## config.mk

```make
export PLATFORM = sky130hd
export DESIGN_NAME = integer_to_ascii_radix
export DESIGN_NICKNAME = d
export VERILOG_FILES = /design/src/hw/rtl/itoa_pkg.sv /design/src/hw/rtl/itoa_dabble.sv /design/src/hw/rtl/itoa_emit.sv /design/src/hw/rtl/integer_to_ascii_radix.sv
export SDC_FILE = /design/constraint.sdc
export NUM_CORES = 1
export LEC_CHECK = 0
export BUFFER_PORTS_ARGS = -buffer_cell sky130_fd_sc_hd__buf_2
export CAP_MARGIN = 10
export CORE_MARGIN = 3
export CORE_UTILIZATION = 55
export CTS_CLUSTER_DIAMETER = 100
export DETAILED_ROUTE_END_ITERATION = 6
export GPL_TIMING_DRIVEN = 0
export HOLD_SLACK_MARGIN = 0.08
export PLACE_DENSITY = 0.71
export REMOVE_ABC_BUFFERS = 1
export SLEW_MARGIN = 10
export SYNTH_ARGS = -nofsm -noshare
export SYNTH_HDL_FRONTEND = slang
export SYNTH_SLANG_ARGS = --single-unit
```

## constraint.sdc

```tcl
create_clock -name clk -period 5 [get_ports clk]
set_input_delay 1 -clock clk [delete_from_list [all_inputs] [get_ports clk]]
set_output_delay 1 -clock clk [all_outputs]
set_load 0.02 [all_outputs]
```

## src/hw/rtl/itoa_pkg.sv

```systemverilog
// Shared types and constants for the integer to ASCII converter.
// Used by itoa_dabble, itoa_emit and integer_to_ascii_radix; depends on nothing.
`default_nettype none

package itoa_pkg;

    localparam int VALUE_BITS = 64;
    localparam int BCD_DIGITS = 20;
    localparam int DIGIT_BITS = 4 * BCD_DIGITS;

    localparam logic [7:0] CHAR_ZERO  = 8'h30;
    localparam logic [7:0] CHAR_NINE  = 8'h39;
    localparam logic [7:0] CHAR_A_LOW = 8'h61;
    localparam logic [7:0] CHAR_F_LOW = 8'h66;
    localparam logic [7:0] CHAR_MINUS = 8'h2D;

    typedef enum logic [1:0] {
        RADIX_DEC = 2'd0,
        RADIX_HEX = 2'd1,
        RADIX_OCT = 2'd2,
        RADIX_BIN = 2'd3
    } radix_t;

    typedef struct packed {
        logic                  valid;
        radix_t                radix;
        logic                  neg;
        logic [DIGIT_BITS-1:0] digits;
    } emit_load_t;

endpackage

`default_nettype wire

```

## src/hw/rtl/itoa_dabble.sv

```systemverilog
// Bit-serial binary to BCD converter (shift and add three), one bit per cycle.
// Depends on itoa_pkg.
`default_nettype none

module itoa_dabble (
    input  wire logic                                 clk,
    input  wire logic                                 rst_n,
    input  wire logic                                 start,
    input  wire logic [itoa_pkg::VALUE_BITS-1:0]      mag,
    output logic                                      busy,
    output logic                                      done,
    output logic [itoa_pkg::DIGIT_BITS-1:0]           bcd
);

    localparam int CNT_BITS = $clog2(itoa_pkg::VALUE_BITS);
    localparam logic [CNT_BITS-1:0] CNT_LAST = CNT_BITS'(itoa_pkg::VALUE_BITS - 1);

    logic [itoa_pkg::VALUE_BITS-1:0] bin_reg, bin_next;
    logic [itoa_pkg::DIGIT_BITS-1:0] bcd_reg, bcd_next;
    logic [itoa_pkg::DIGIT_BITS-1:0] bcd_adj;
    logic [CNT_BITS-1:0]             cnt_reg, cnt_next;
    logic                            busy_reg, busy_next;
    logic                            done_reg, done_next;

    always_comb
    begin
        for (int i = 0; i < itoa_pkg::BCD_DIGITS; i++)
        begin
            if (bcd_reg[4*i +: 4] >= 4'd5)
            begin
                bcd_adj[4*i +: 4] = bcd_reg[4*i +: 4] + 4'd3;
            end
            else
            begin
                bcd_adj[4*i +: 4] = bcd_reg[4*i +: 4];
            end
        end
    end

    always_comb
    begin
        bin_next  = bin_reg;
        bcd_next  = bcd_reg;
        cnt_next  = cnt_reg;
        busy_next = busy_reg;
        done_next = 1'b0;
        if (start)
        begin
            bin_next  = mag;
            bcd_next  = '0;
            cnt_next  = '0;
            busy_next = 1'b1;
        end
        else if (busy_reg)
        begin
            bcd_next = {bcd_adj[itoa_pkg::DIGIT_BITS-2:0], bin_reg[itoa_pkg::VALUE_BITS-1]};
            bin_next = {bin_reg[itoa_pkg::VALUE_BITS-2:0], 1'b0};
            cnt_next = cnt_reg + CNT_BITS'(1);
            if (cnt_reg == CNT_LAST)
            begin
                busy_next = 1'b0;
                done_next = 1'b1;
            end
        end
    end

    always_ff @(posedge clk or negedge rst_n)
    begin
        if (!rst_n)
        begin
            busy_reg <= 1'b0;
            done_reg <= 1'b0;
            cnt_reg  <= '0;
        end
        else
        begin
            busy_reg <= busy_next;
            done_reg <= done_next;
            cnt_reg  <= cnt_next;
        end
    end

    always_ff @(posedge clk)
    begin
        bin_reg <= bin_next;
        bcd_reg <= bcd_next;
    end

    assign busy = busy_reg;
    assign done = done_reg;
    assign bcd  = bcd_reg;

endmodule

`default_nettype wire

```

## src/hw/rtl/itoa_emit.sv

```systemverilog
// Digit shifter and character output stage: one digit leaves per cycle while out_ready
// does not stall it, leading zeros are dropped and the character sits in an output register.
// Depends on itoa_pkg.
`default_nettype none

module itoa_emit (
    input  wire logic                 clk,
    input  wire logic                 rst_n,
    input  wire itoa_pkg::emit_load_t load,
    output logic                      busy,
    output logic                      out_valid,
    input  wire logic                 out_ready,
    output logic [7:0]                text_char,
    output logic                      last
);

    localparam int DW = itoa_pkg::DIGIT_BITS;
    localparam logic [6:0] CNT_DEC = 7'd20;
    localparam logic [6:0] CNT_HEX = 7'd16;
    localparam logic [6:0] CNT_OCT = 7'd22;
    localparam logic [6:0] CNT_BIN = 7'd64;

    function automatic logic [7:0] glyph(input logic [3:0] d);
        logic [7:0] c;
        if (d < 4'd10)
        begin
            c = itoa_pkg::CHAR_ZERO + {4'd0, d};
        end
        else
        begin
            c = itoa_pkg::CHAR_A_LOW + {4'd0, d} - 8'd10;
        end
        return c;
    endfunction

    logic [DW-1:0]    dig_reg, dig_next, dig_shift;
    logic [6:0]       remain_reg, remain_next;
    itoa_pkg::radix_t radix_reg, radix_next;
    logic             neg_reg, neg_next;
    logic             started_reg, started_next;
    logic             active_reg, active_next;
    logic             valid_reg, valid_next;
    logic [7:0]       char_reg, char_next;
    logic             last_reg, last_next;
    logic [3:0]       top_digit;
    logic             take;

    always_comb
    begin
        case (radix_reg)
            itoa_pkg::RADIX_DEC, itoa_pkg::RADIX_HEX:
            begin
                top_digit = dig_reg[DW-1 -: 4];
                dig_shift = {dig_reg[DW-5:0], 4'b0};
            end
            itoa_pkg::RADIX_OCT:
            begin
                top_digit = {1'b0, dig_reg[DW-1 -: 3]};
                dig_shift = {dig_reg[DW-4:0], 3'b0};
            end
            default:
            begin
                top_digit = {3'b0, dig_reg[DW-1]};
                dig_shift = {dig_reg[DW-2:0], 1'b0};
            end
        endcase
    end

    assign take = !valid_reg || out_ready;

    always_comb
    begin
        dig_next     = dig_reg;
        remain_next  = remain_reg;
        radix_next   = radix_reg;
        neg_next     = neg_reg;
        started_next = started_reg;
        active_next  = active_reg;
        valid_next   = valid_reg && !out_ready;
        char_next    = char_reg;
        last_next    = last_reg;
        if (load.valid)
        begin
            radix_next   = load.radix;
            neg_next     = load.neg;
            started_next = 1'b0;
            active_next  = 1'b1;
            case (load.radix)
                itoa_pkg::RADIX_DEC:
                begin
                    dig_next    = load.digits;
                    remain_next = CNT_DEC;
                end
                itoa_pkg::RADIX_HEX:
                begin
                    dig_next    = {load.digits[itoa_pkg::VALUE_BITS-1:0], 16'b0};
                    remain_next = CNT_HEX;
                end
                itoa_pkg::RADIX_OCT:
                begin
                    dig_next    = {2'b0, load.digits[itoa_pkg::VALUE_BITS-1:0], 14'b0};
                    remain_next = CNT_OCT;
                end
                default:
                begin
                    dig_next    = {load.digits[itoa_pkg::VALUE_BITS-1:0], 16'b0};
                    remain_next = CNT_BIN;
                end
            endcase
        end
        else if (active_reg)
        begin
            if (neg_reg)
            begin
                if (take)
                begin
                    valid_next = 1'b1;
                    char_next  = itoa_pkg::CHAR_MINUS;
                    last_next  = 1'b0;
                    neg_next   = 1'b0;
                end
            end
            else if (!started_reg && top_digit == 4'd0 && remain_reg > 7'd1)
            begin
                dig_next    = dig_shift;
                remain_next = remain_reg - 7'd1;
            end
            else if (take)
            begin
                valid_next   = 1'b1;
                char_next    = glyph(top_digit);
                last_next    = (remain_reg == 7'd1);
                dig_next     = dig_shift;
                remain_next  = remain_reg - 7'd1;
                started_next = 1'b1;
                if (remain_reg == 7'd1)
                begin
                    active_next = 1'b0;
                end
            end
        end
    end

    always_ff @(posedge clk or negedge rst_n)
    begin
        if (!rst_n)
        begin
            active_reg <= 1'b0;
            valid_reg  <= 1'b0;
            neg_reg    <= 1'b0;
        end
        else
        begin
            active_reg <= active_next;
            valid_reg  <= valid_next;
            neg_reg    <= neg_next;
        end
    end

    always_ff @(posedge clk)
    begin
        dig_reg     <= dig_next;
        remain_reg  <= remain_next;
        radix_reg   <= radix_next;
        started_reg <= started_next;
        char_reg    <= char_next;
        last_reg    <= last_next;
    end

    assign busy      = active_reg;
    assign out_valid = valid_reg;
    assign text_char = char_reg;
    assign last      = last_reg;

endmodule

`default_nettype wire

```

## src/hw/rtl/integer_to_ascii_radix.sv

```systemverilog
// Integer to ASCII text converter, one character per output request.
// Decimal: bit-serial BCD conversion in itoa_dabble, then itoa_emit sends any minus
// sign and the digits, leading zeros dropped. Input waits until itoa_emit is idle.
// Hex, octal, binary: the value is loaded into itoa_emit as 16, 22 or 64 digit slots.
// Asynchronous active-low reset clears FSM, busy and valid flags; no memory to clear.
// Depends on itoa_pkg, itoa_dabble and itoa_emit.
`default_nettype none

module integer_to_ascii_radix (
    input  wire logic               clk,
    input  wire logic               rst_n,
    input  wire logic               in_valid,
    output logic                    in_ready,
    input  wire logic [1:0]         cmd,
    input  wire logic signed [63:0] value,
    output logic                    out_valid,
    input  wire logic               out_ready,
    output logic [7:0]              text_char,
    output logic                    last
);

    typedef enum logic {
        ST_IDLE,
        ST_CONV
    } state_t;

    state_t                          state_reg, state_next;
    logic                            neg_reg, neg_next;
    logic [itoa_pkg::VALUE_BITS-1:0] value_u;
    logic [itoa_pkg::VALUE_BITS-1:0] mag;
    logic                            accept;
    logic                            dab_start;
    logic                            dab_busy;
    logic                            dab_done;
    logic [itoa_pkg::DIGIT_BITS-1:0] dab_bcd;
    logic                            emit_busy;
    itoa_pkg::emit_load_t            emit_load;

    assign value_u  = value;
    assign mag      = value_u[63] ? (~value_u + 64'd1) : value_u;
    assign in_ready = (state_reg == ST_IDLE) && !emit_busy;
    assign accept   = in_valid && in_ready;

    always_comb
    begin
        state_next       = state_reg;
        neg_next         = neg_reg;
        dab_start        = 1'b0;
        emit_load.valid  = 1'b0;
        emit_load.radix  = itoa_pkg::radix_t'(cmd);
        emit_load.neg    = 1'b0;
        emit_load.digits = {16'b0, value_u};
        case (state_reg)
            ST_IDLE:
            begin
                if (accept)
                begin
                    if (itoa_pkg::radix_t'(cmd) == itoa_pkg::RADIX_DEC)
                    begin
                        dab_start  = 1'b1;
                        neg_next   = value_u[63];
                        state_next = ST_CONV;
                    end
                    else
                    begin
                        emit_load.valid = 1'b1;
                    end
                end
            end
            ST_CONV:
            begin
                emit_load.radix  = itoa_pkg::RADIX_DEC;
                emit_load.neg    = neg_reg;
                emit_load.digits = dab_bcd;
                if (dab_done)
                begin
                    emit_load.valid = 1'b1;
                    state_next      = ST_IDLE;
                end
            end
            default:
            begin
                state_next = ST_IDLE;
            end
        endcase
    end

    always_ff @(posedge clk or negedge rst_n)
    begin
        if (!rst_n)
        begin
            state_reg <= ST_IDLE;
            neg_reg   <= 1'b0;
        end
        else
        begin
            state_reg <= state_next;
            neg_reg   <= neg_next;
        end
    end

    itoa_dabble u_dabble (
        .clk   (clk),
        .rst_n (rst_n),
        .start (dab_start),
        .mag   (mag),
        .busy  (dab_busy),
        .done  (dab_done),
        .bcd   (dab_bcd)
    );

    itoa_emit u_emit (
        .clk       (clk),
        .rst_n     (rst_n),
        .load      (emit_load),
        .busy      (emit_busy),
        .out_valid (out_valid),
        .out_ready (out_ready),
        .text_char (text_char),
        .last      (last)
    );

`ifndef SYNTHESIS
    a_conv_state: assert property (@(posedge clk) disable iff (!rst_n)
        dab_busy |-> state_reg == ST_CONV)
        else $error("BCD conversion running outside the conversion state");

    a_legal_char: assert property (@(posedge clk) disable iff (!rst_n)
        out_valid |-> ((text_char >= itoa_pkg::CHAR_ZERO && text_char <= itoa_pkg::CHAR_NINE)
            || (text_char >= itoa_pkg::CHAR_A_LOW && text_char <= itoa_pkg::CHAR_F_LOW)
            || (text_char == itoa_pkg::CHAR_MINUS && !last)))
        else $error("Output character is not a digit, letter or leading minus");

    a_busy_after_accept: assert property (@(posedge clk) disable iff (!rst_n)
        accept |=> !in_ready)
        else $error("New request taken while the previous one is still in work");
`endif

endmodule

`default_nettype wire

```

==> impl_metrics.yaml <==
setup_path:
  cp_max_fo: 64
  worstSetupEndpointType: "flop"
  arrival_ns: 3.93
  crit_type: "input port to flop"
  setup.worst_path.start_class: "input port"
  required_ns: 5.23
drt:
  vias: 14600
  vias_per_cell: 6.13
  wirelength_um: 44900
  firstDrtPassIters: 6
  ant_nets: 0
  post_drt_wl_per_cell_um: 18.8
  drc: 0
  first_iter_violations: 1541
power:
  peakVddDrop_v: 0.000327
  p_sw_mw: 4.01
  power_mw: 10.2
  switching_share_pct: 39.3
  p_clk_share_pct: 19.4
  power.density_nw_per_um2: 555
  leakage_nw: 7.18
  pwr-share-comb_pct: 37.3
  pwr-share-seq_pct: 43.2
  p_int_mw: 6.20
clock_network:
  cts_buffer_depth: 3
  clkTransAtPathRegs_ns: 0.06
  cts_hold_buffers: 0
  clk-insertion-delay-late_ns: 0.55
  htree_levels: 1
  post_cts_resized: 0
  numCtsBuffers: 29
  root_buffer: "clkbuf_16"
  cts_tree: "done"
  cts.sinks: 255
  post-cts-setup-buffers: 0
run_status:
  status: "completed"
timing:
  finalSetupViolCount: 0
  slew_headroom_pct: 14.3
  finalHoldViolCount: 0
  worst_pin_slew_ns: 1.29
  rsz0062_at_grt: "no"
  maxSlewViolCount: 0
  period_needed_ns: 3.70
  max_freq_ghz: 0.271
  clock_skew_ns: 0.0137
  hold_slack_ns: 0.322
  period_share_pct: 73.9
finish:
  final_util_pct: 61.9
  fill_cells: 2543
  finalNetCount: 2085
  drive_gt1_share_pct: 9.34
  syn2layout_area_growth_pct: 10.8
place:
  numPortBuffers: 79
  hpwl_um: 31100
  place.gp.congestion: 0.918
global_routing:
  grt_pass1_vias: 13900
  grt_pass1_wl_um: 72900
  antenna_found_initial: 0
  grt_overflow: 0
  grt_usage_pct: 26.8
  grt_max_degree: 82
floorplanning:
  dieArea_um2: 32300
  io_pins: 81
  coreArea_um2: 29700
  initial_core_util_pct: 55.9
  die_w_um: 180
  num_rows: 63
  die_height_um: 180
synth:
  avgSynthCellArea_um2: 8.43
  async_reset_ff_share_pct: 5.10
  synth_edf_count: 161
  synth_top_area_share_pct: 29.1
  yosys_warnings: 0
  synthTopCellsByArea: "edfxtp_1 (29%), o21ai_0 (9.9%), dfxtp_1 (9.8%)"
  yosys_most_used_dff: "edfxtp_1"
  seq_area_frac_synth_pct: 40.8
  ys_ff_latch: 255
  syn-cell-area_um2: 16600
  netlist_instances: 1971
  synth.distinct_cells: 57
  synth_top_area_cell: "edfxtp_1"
job:
  cap_violations: 0
min_path:
  hp-class: "input port to asynchronous set/reset pin"
==> cells in the mapped netlist (16+ instances only) <==
cell type	n
o21ai_0	328
nand2_1	311
nor2_1	167
edfxtp_1	161
mux2i_1	148
a21oi_1	136
clkbuf_1	120
dfxtp_1	81
xor2_1	58
inv_1	53
nand3_1	50
ha_1	46
xnor2_1	35
buf_1	25
nand2b_1	22
o211ai_1	18
o31ai_1	16
==> final timing paths <==
path	from	to	slack, ns	cells after the start
min	rst_n	state_reg	0.32	1
max in group asynchronous	rst_n	u_dabble.busy	4.43	1
min in group clk	u_emit.started_reg	u_emit.started_reg	0.47	2
max reg2reg	state_reg	u_emit.dig_reg[45]	1.31	6
min reg2reg	u_emit.started_reg	u_emit.started_reg	0.47	2
max	cmd[1]	u_emit.dig_reg[45]	1.30	7
==> cell usage in the layout (no fill, tap or decap), drive strengths merged, types with 17 or more instances in the layout <==
| master | count |
|---|---|
| o21ai | 341 |
| nand2 | 311 |
| nor2 | 167 |
| edfxtp | 161 |
| mux2i | 148 |
| a21oi | 136 |
| buf | 115 |
| dfxtp | 81 |
| xor2 | 58 |
| inv | 54 |
| nand3 | 50 |
| clkbuf | 47 |
| ha | 46 |
| xnor2 | 35 |
| nand2b | 22 |
| o211ai | 18 |
| o31ai | 17 |
==> metal layers <==
layer / GRT usage, % / vias to the layer above / wire (µm) / part of all wire, %
met4: 10.8 / 0 / 1750 / 3.9
met2: 42.6 / 556 / 20200 / 45
met3: 3.95 / 132 / 3330 / 7.4
met1: 37.1 / 6902 / 19600 / 44
met5: 0 / - / 0 / 0
li1: - / 7006 / - / -
==> critical path: stages <==
cell,delay (ns)
buf_4,0.36
nor2_1,0.12
o31a_2,0.59
inv_4,0.51
buf_12,0.32
a31o_4,0.57
buf_16,0.31
==> final cells by class <==
type | count | area [µm²] | share of cell area [%]
Inverter | 54 | 205 | 1.11
Multi-Input combinational cell | 1514 | 9090 | 49.4
Antenna cell | 2 | 5.00 | 0.0272
Clock inverter | 6 | 27.5 | 0.150
Timing Repair Buffer | 115 | 968 | 5.26
Tap cell | 390 | 488 | 2.65
Sequential cell | 255 | 6790 | 36.9
Clock buffer | 47 | 833 | 4.53
==> kinds of logic (layout without fill, tap and decap cells) <==
| kind of cell | Yosys count | after routing | share of synthesized area [%] |
|---|---|---|---|
| and+or+nand+nor | 649 | 649 | 17.8 |
| AOI/OAI and AO/OA | 574 | 574 | 19.4 |
| DFF | 255 | 255 | 40.8 |
| buffers and inverters | 202 | 222 | 4.60 |
| muxes | 150 | 150 | 9.05 |
| xor gates and xnor gates | 93 | 93 | 4.90 |
| adders and majority gates | 46 | 46 | 3.46 |
| other | 2 | 4 | 0.0452 |
==> per-stage QoR <==
| stage | cell area (µm²) | TNS [ns] | cells | setup slack, ns |
|---|---|---|---|---|
| global placement | 16900 | -2054.19 | 2292 | -9.80 |
| detailed placement | 17500 | 0 | 2328 | 0.758 |
| floorplan | 16100 | -622.40 | 1823 | -3.87 |
| CTS | 18400 | 0 | 2381 | 1.32 |
| finish | 18400 | 0 | 2383 | 1.30 |
| global route | 18400 | 0 | 2381 | 1.04 |
==> power by group through the flow <==
stage	sequential, mW	clock [mW]	combinational (mW)
floorplan	4.31	0	2.69
global placement	4.60	0	3.39
detailed placement	4.42	0	3.78
CTS	4.39	2.02	3.81
global route	4.55	2.11	4.37
finish	4.42	1.99	3.81
No activity file was read; power rests on OpenSTA's default activity.
